==> src/scq_pkg.sv <==
package scq_pkg;

  // Queue and key table dimensions.
  localparam int QUEUE_DEPTH = 128;
  localparam int MAP_STRIDE  = 96;
  localparam int TABLE_DEPTH = 512;

  localparam int QPTR_W = $clog2(QUEUE_DEPTH);
  localparam int QCNT_W = $clog2(QUEUE_DEPTH + 1);
  localparam int TAW    = $clog2(TABLE_DEPTH);

  // Lookup index must hold the caps section offset plus a 7-bit make code.
  localparam int LKP_RAW_W = $clog2(2 * MAP_STRIDE + 128);
  localparam int IDX_W     = (LKP_RAW_W > TAW) ? LKP_RAW_W : TAW;

  // Field widths of the interface.
  localparam int CODE_W   = 7;
  localparam int SC_W     = 8;
  localparam int KC_W     = 8;
  localparam int TI_W     = 9;
  localparam int FLAGS_W  = 5;
  localparam int ENTRY_W  = KC_W + SC_W + FLAGS_W;
  localparam int CFG_IDX_W = 3;
  localparam int OUT_CNT_W = 8;

  // Modifier flag bit positions.
  localparam int FLAG_SHIFT   = 0;
  localparam int FLAG_CONTROL = 1;
  localparam int FLAG_ALT     = 2;
  localparam int FLAG_CAPS    = 3;
  localparam int FLAG_EXT     = 4;

  localparam logic [SC_W-1:0] SC_PREFIX_EXT = 8'hE0;
  localparam logic [KC_W-1:0] KC_EMPTY      = 8'hFF;

  typedef enum logic [1:0] {
    CMD_SCAN  = 2'd0,
    CMD_READ  = 2'd1,
    CMD_WRITE = 2'd2,
    CMD_CLEAR = 2'd3
  } cmd_t;

  typedef enum logic [2:0] {
    STAT_QUEUED   = 3'd0,
    STAT_CONSUMED = 3'd1,
    STAT_DROPPED  = 3'd2,
    STAT_READ_OK  = 3'd3,
    STAT_EMPTY    = 3'd4,
    STAT_DONE     = 3'd5
  } status_t;

  typedef enum logic [CFG_IDX_W-1:0] {
    REG_LSHIFT = 3'd0,
    REG_RSHIFT = 3'd1,
    REG_CTRL   = 3'd2,
    REG_ALT    = 3'd3,
    REG_CAPS   = 3'd4
  } reg_idx_t;

  localparam logic [CODE_W-1:0] RST_LSHIFT = 7'd42;
  localparam logic [CODE_W-1:0] RST_RSHIFT = 7'd54;
  localparam logic [CODE_W-1:0] RST_CTRL   = 7'd29;
  localparam logic [CODE_W-1:0] RST_ALT    = 7'd56;
  localparam logic [CODE_W-1:0] RST_CAPS   = 7'd58;

  // Commands from the controller to the datapath.
  typedef struct packed {
    logic sweep;   // write one zero entry of the key table
    logic accept;  // capture the item and start memory reads
    logic commit;  // apply the item and load the output register
  } ctrl_cmd_t;

  typedef struct packed {
    logic sweep_last;
  } dp_status_t;

endpackage

==> src/scq_ctrl.sv <==
module scq_ctrl (
  input  logic                clk,
  input  logic                rst,
  input  logic                s_tvalid,
  output logic                s_tready,
  output logic                m_tvalid,
  input  logic                m_tready,
  input  scq_pkg::dp_status_t stat,
  output scq_pkg::ctrl_cmd_t  cmd
);

  typedef enum logic [2:0] {
    ST_CLEAR = 3'b001,
    ST_IDLE  = 3'b010,
    ST_EXEC  = 3'b100
  } state_t;

  state_t state, state_next;
  logic   out_free;

  assign out_free = !m_tvalid || m_tready;

  always_comb begin
    cmd        = '0;
    state_next = state;
    s_tready   = 1'b0;
    unique case (state)
      ST_CLEAR: begin
        cmd.sweep = 1'b1;
        if (stat.sweep_last) begin
          state_next = ST_IDLE;
        end
      end
      ST_IDLE: begin
        s_tready = 1'b1;
        if (s_tvalid) begin
          cmd.accept = 1'b1;
          state_next = ST_EXEC;
        end
      end
      ST_EXEC: begin
        // The item takes effect only once the output register can take its result.
        if (out_free) begin
          cmd.commit = 1'b1;
          state_next = ST_IDLE;
        end
      end
      default: begin
        state_next = ST_CLEAR;
      end
    endcase
  end

  always_ff @(posedge clk) begin
    if (rst) begin
      state    <= ST_CLEAR;
      m_tvalid <= 1'b0;
    end else begin
      state <= state_next;
      if (cmd.commit) begin
        m_tvalid <= 1'b1;
      end else if (m_tready) begin
        m_tvalid <= 1'b0;
      end
    end
  end

endmodule

==> config.mk <==
export PLATFORM = sky130hd
export DESIGN_NAME = scq_ctrl
export DESIGN_NICKNAME = d
export VERILOG_FILES = /design/src/scq_pkg.sv /design/src/scq_ctrl.sv
export SDC_FILE = /design/constraint.sdc
export NUM_CORES = 1
export LEC_CHECK = 0
export BUFFER_PORTS_ARGS = -buffer_cell sky130_fd_sc_hd__buf_4
export CORE_AREA = 2 2 39 41
export CTS_BUF_LIST = sky130_fd_sc_hd__clkbuf_8
export DETAILED_ROUTE_END_ITERATION = 7
export DIE_AREA = 0 0 41 43
export PLACE_DENSITY_LB_ADDON = 0.15
export SLEW_MARGIN = 25
export SYNTH_ARGS = -nofsm -noshare
export SYNTH_HDL_FRONTEND = slang
export SYNTH_SLANG_ARGS = --single-unit
==> constraint.sdc <==
create_clock -name clk -period 1 [get_ports clk]
set_input_delay 0.15 -clock clk [delete_from_list [all_inputs] [get_ports clk]]
set_output_delay 0.15 -clock clk [all_outputs]
set_load 0.02 [all_outputs]
==> flow_metrics.tcl <==
set metrics [dict create \
    clockRootBuffer "clkbuf_8" \
    drt_pre_antenna_iters 4 \
    grt.overflow.total 0 \
    wl_per_cell_um 9.93 \
    whs_ps 129 \
    highest_layer "met4" \
    synth_area_leaders "dfxtp_1 (38%), nor3b_1 (7.1%), nand2b_1 (5.9%)" \
    cp.required_ps 850 \
    rows 14 \
    grt_pass1_wl_um 917 \
    r2r_cells 5 \
    start_kind "register" \
    synth_cell_types 17 \
    fill_cells 146 \
    maxCapViolations 0 \
    first_global_vias 240 \
    cts_max_path_buffers 2 \
    h-tree-depth 1 \
    grt_max_degree 9 \
    crit_arrival_ps 1080 \
    fin_skew_ps 1.48 \
    synth.avg_cell_area_sq_um 8.51 \
    io_pins 10 \
    wl_met2_um 301 \
    synth_cells 25 \
    finalPower_mw 0.600 \
    period_share_pct 123 \
    wl_met1_um 254 \
    die-area_sq_um 1760 \
    syn_to_final_growth_pct 104 \
    yosysWarnings 0 \
    vdd_ir_drop_max_v 0.000666 \
    fin_cells 59 \
    synth_top_area_share_pct 37.6 \
    die_h_um 43 \
    antenna_found_initial 0 \
    synth-seq-area-share_pct 37.6 \
    fin_crit_ps 1230 \
    hold_path.class "in2reg" \
    violations "negative setup slack" \
    vias 245 \
    final_layout_size_suffix_gt1_share_pct 62.8 \
    drc_errors 0 \
    dp_slack_ps -72.3 \
    gp_congestion 0.805 \
    path_class "reg2out" \
    postRouteAntennaNets 0 \
    leakagePower_nw 0.186 \
    clock-sinks 4 \
    hold_depth 2 \
    power.density_nw_per_um2 1390 \
    syn-cell-area_sq_um 213 \
    drt_wl_total_um 586 \
    wl_met3_um 25 \
    cts_tree "done" \
    synth_seq_cells 4 \
    postCtsHoldBufs 0 \
    via_per_inst 4.15 \
    insertion_delay_ps 210 \
    synthesis.nets 30 \
    dieWidth_um 41 \
    path_clk_slew_ps 30 \
    rsz0062_at_grt "true" \
    setup_viol 6 \
    grt_use_total_pct 8.24 \
    layout_setup_ws_ps -230 \
    drt_iter0_markers 4 \
    worstSetupEndpointType "output pin" \
    worstMarginPinSlew_ps 238 \
    core_sq_um 1380 \
    yosysTopAreaCell "dfxtp_1" \
    initial_core_util_pct 15.4 \
    outcome "finished, violations left" \
    numCtsBuffers 3 \
    diodes 0 \
    cp_max_fo 2 \
    nets 50 \
    max_freq_mhz 813 \
    port_buffers 9 \
    drv_slew 0 \
    hold_viol 0 \
    dp_cells 54 \
    slew_headroom_pct 83.9 \
]
through the flow:
stage / instance area [sq um] / utilization (%) / TNS, ps
6_report: 433 / 31.3 / -902
3_3_place_gp: 339 / 24.5 / -137
3_5_place_dp: 339 / 24.5 / -133
5_1_grt: 433 / 31.3 / -1200
4_1_cts: 412 / 29.7 / -874
2_1_floorplan: 221 / - / -105
area by class of cell:
class	instances	area [sq um]	area share (%)
inverter	2	7.51	1.73
sequential	4	85.1	19.7
clock buffer	3	41.3	9.54
timing repair buffer	15	128	29.5
multi-input combinational	19	151	35.0
tap	16	20.0	4.62
cells in the mapped netlist:
cell type  instances
nor3b_1            2
inv_1              2
and2b_1            1
nor2_1             1
nand3_1            1
a21oi_1            2
nand2_1            2
and2_1             1
o311ai_1           1
nand2b_1           2
nor3_2             1
o21ai_0            1
nor2b_2            1
o21bai_1           1
and3b_1            1
o22a_1             1
dfxtp_1            4
layout by cell type, fill, tap and decap left out, drive strengths merged:
master / Yosys / final
o21bai: 1 / 1
inv: 2 / 2
nand2: 2 / 2
nand3: 1 / 1
clkbuf: 0 / 3
o22a: 1 / 1
nor2b: 1 / 1
and2b: 1 / 1
and2: 1 / 1
nor3b: 2 / 2
and3b: 1 / 1
a21oi: 2 / 2
o21ai: 1 / 1
o311ai: 1 / 1
nand2b: 2 / 2
dfxtp: 4 / 4
nor2: 1 / 1
nor3: 1 / 1
buf: 0 / 15
worst paths after layout:
path	from	slack [ps]	end
setup / recovery	state[1]	-230	cmd[1]
hold / removal	rst	130	state[1]
setup reg to reg	state[0]	-90	state[1]
hold reg to reg	m_tvalid	570	m_tvalid
state kept, by name, summed over array words and instances, names as in the netlist:
name	cells
m_tvalid	1
state	3
metal layers:
layer | GRT usage [%] | up-vias
li1 | - | 125
met1 | 9.35 | 111
met2 | 10.0 | 7
met3 | 4.71 | 2
met4 | 8.00 | 0
met5 | 0 | -
kinds of logic (layout without fill, tap and decap cells):
kind of cell	count (synthesis)	in the layout	synth area share, %
buffers and inverters	2	20	3.53
DFF	4	4	37.6
and+or+nand+nor	13	13	40.0
AOI/OAI and AO/OA	6	6	18.8
critical path: stages (launching register included):
cell and delay (ps):
dfxtp_2 310, nor2b_4 120, and2b_2 190, and2_4 130
buf_6 120
where the power goes:
group | internal [mW] | switching [mW]
clock network | 0.256 | 0.0735
registers | 0.168 | 0.00779
logic | 0.0558 | 0.0399
total | 0.479 | 0.121
what timing repair did:
action | in CTS | in global routing
setup endpoints to repair | 5 | 6
gates resized for setup | 8 | 3
gates cloned | 0 | 0
buffers inserted | 1 | 1
pin swaps | 5 | 1
No activity file was read; power rests on OpenSTA's default activity.
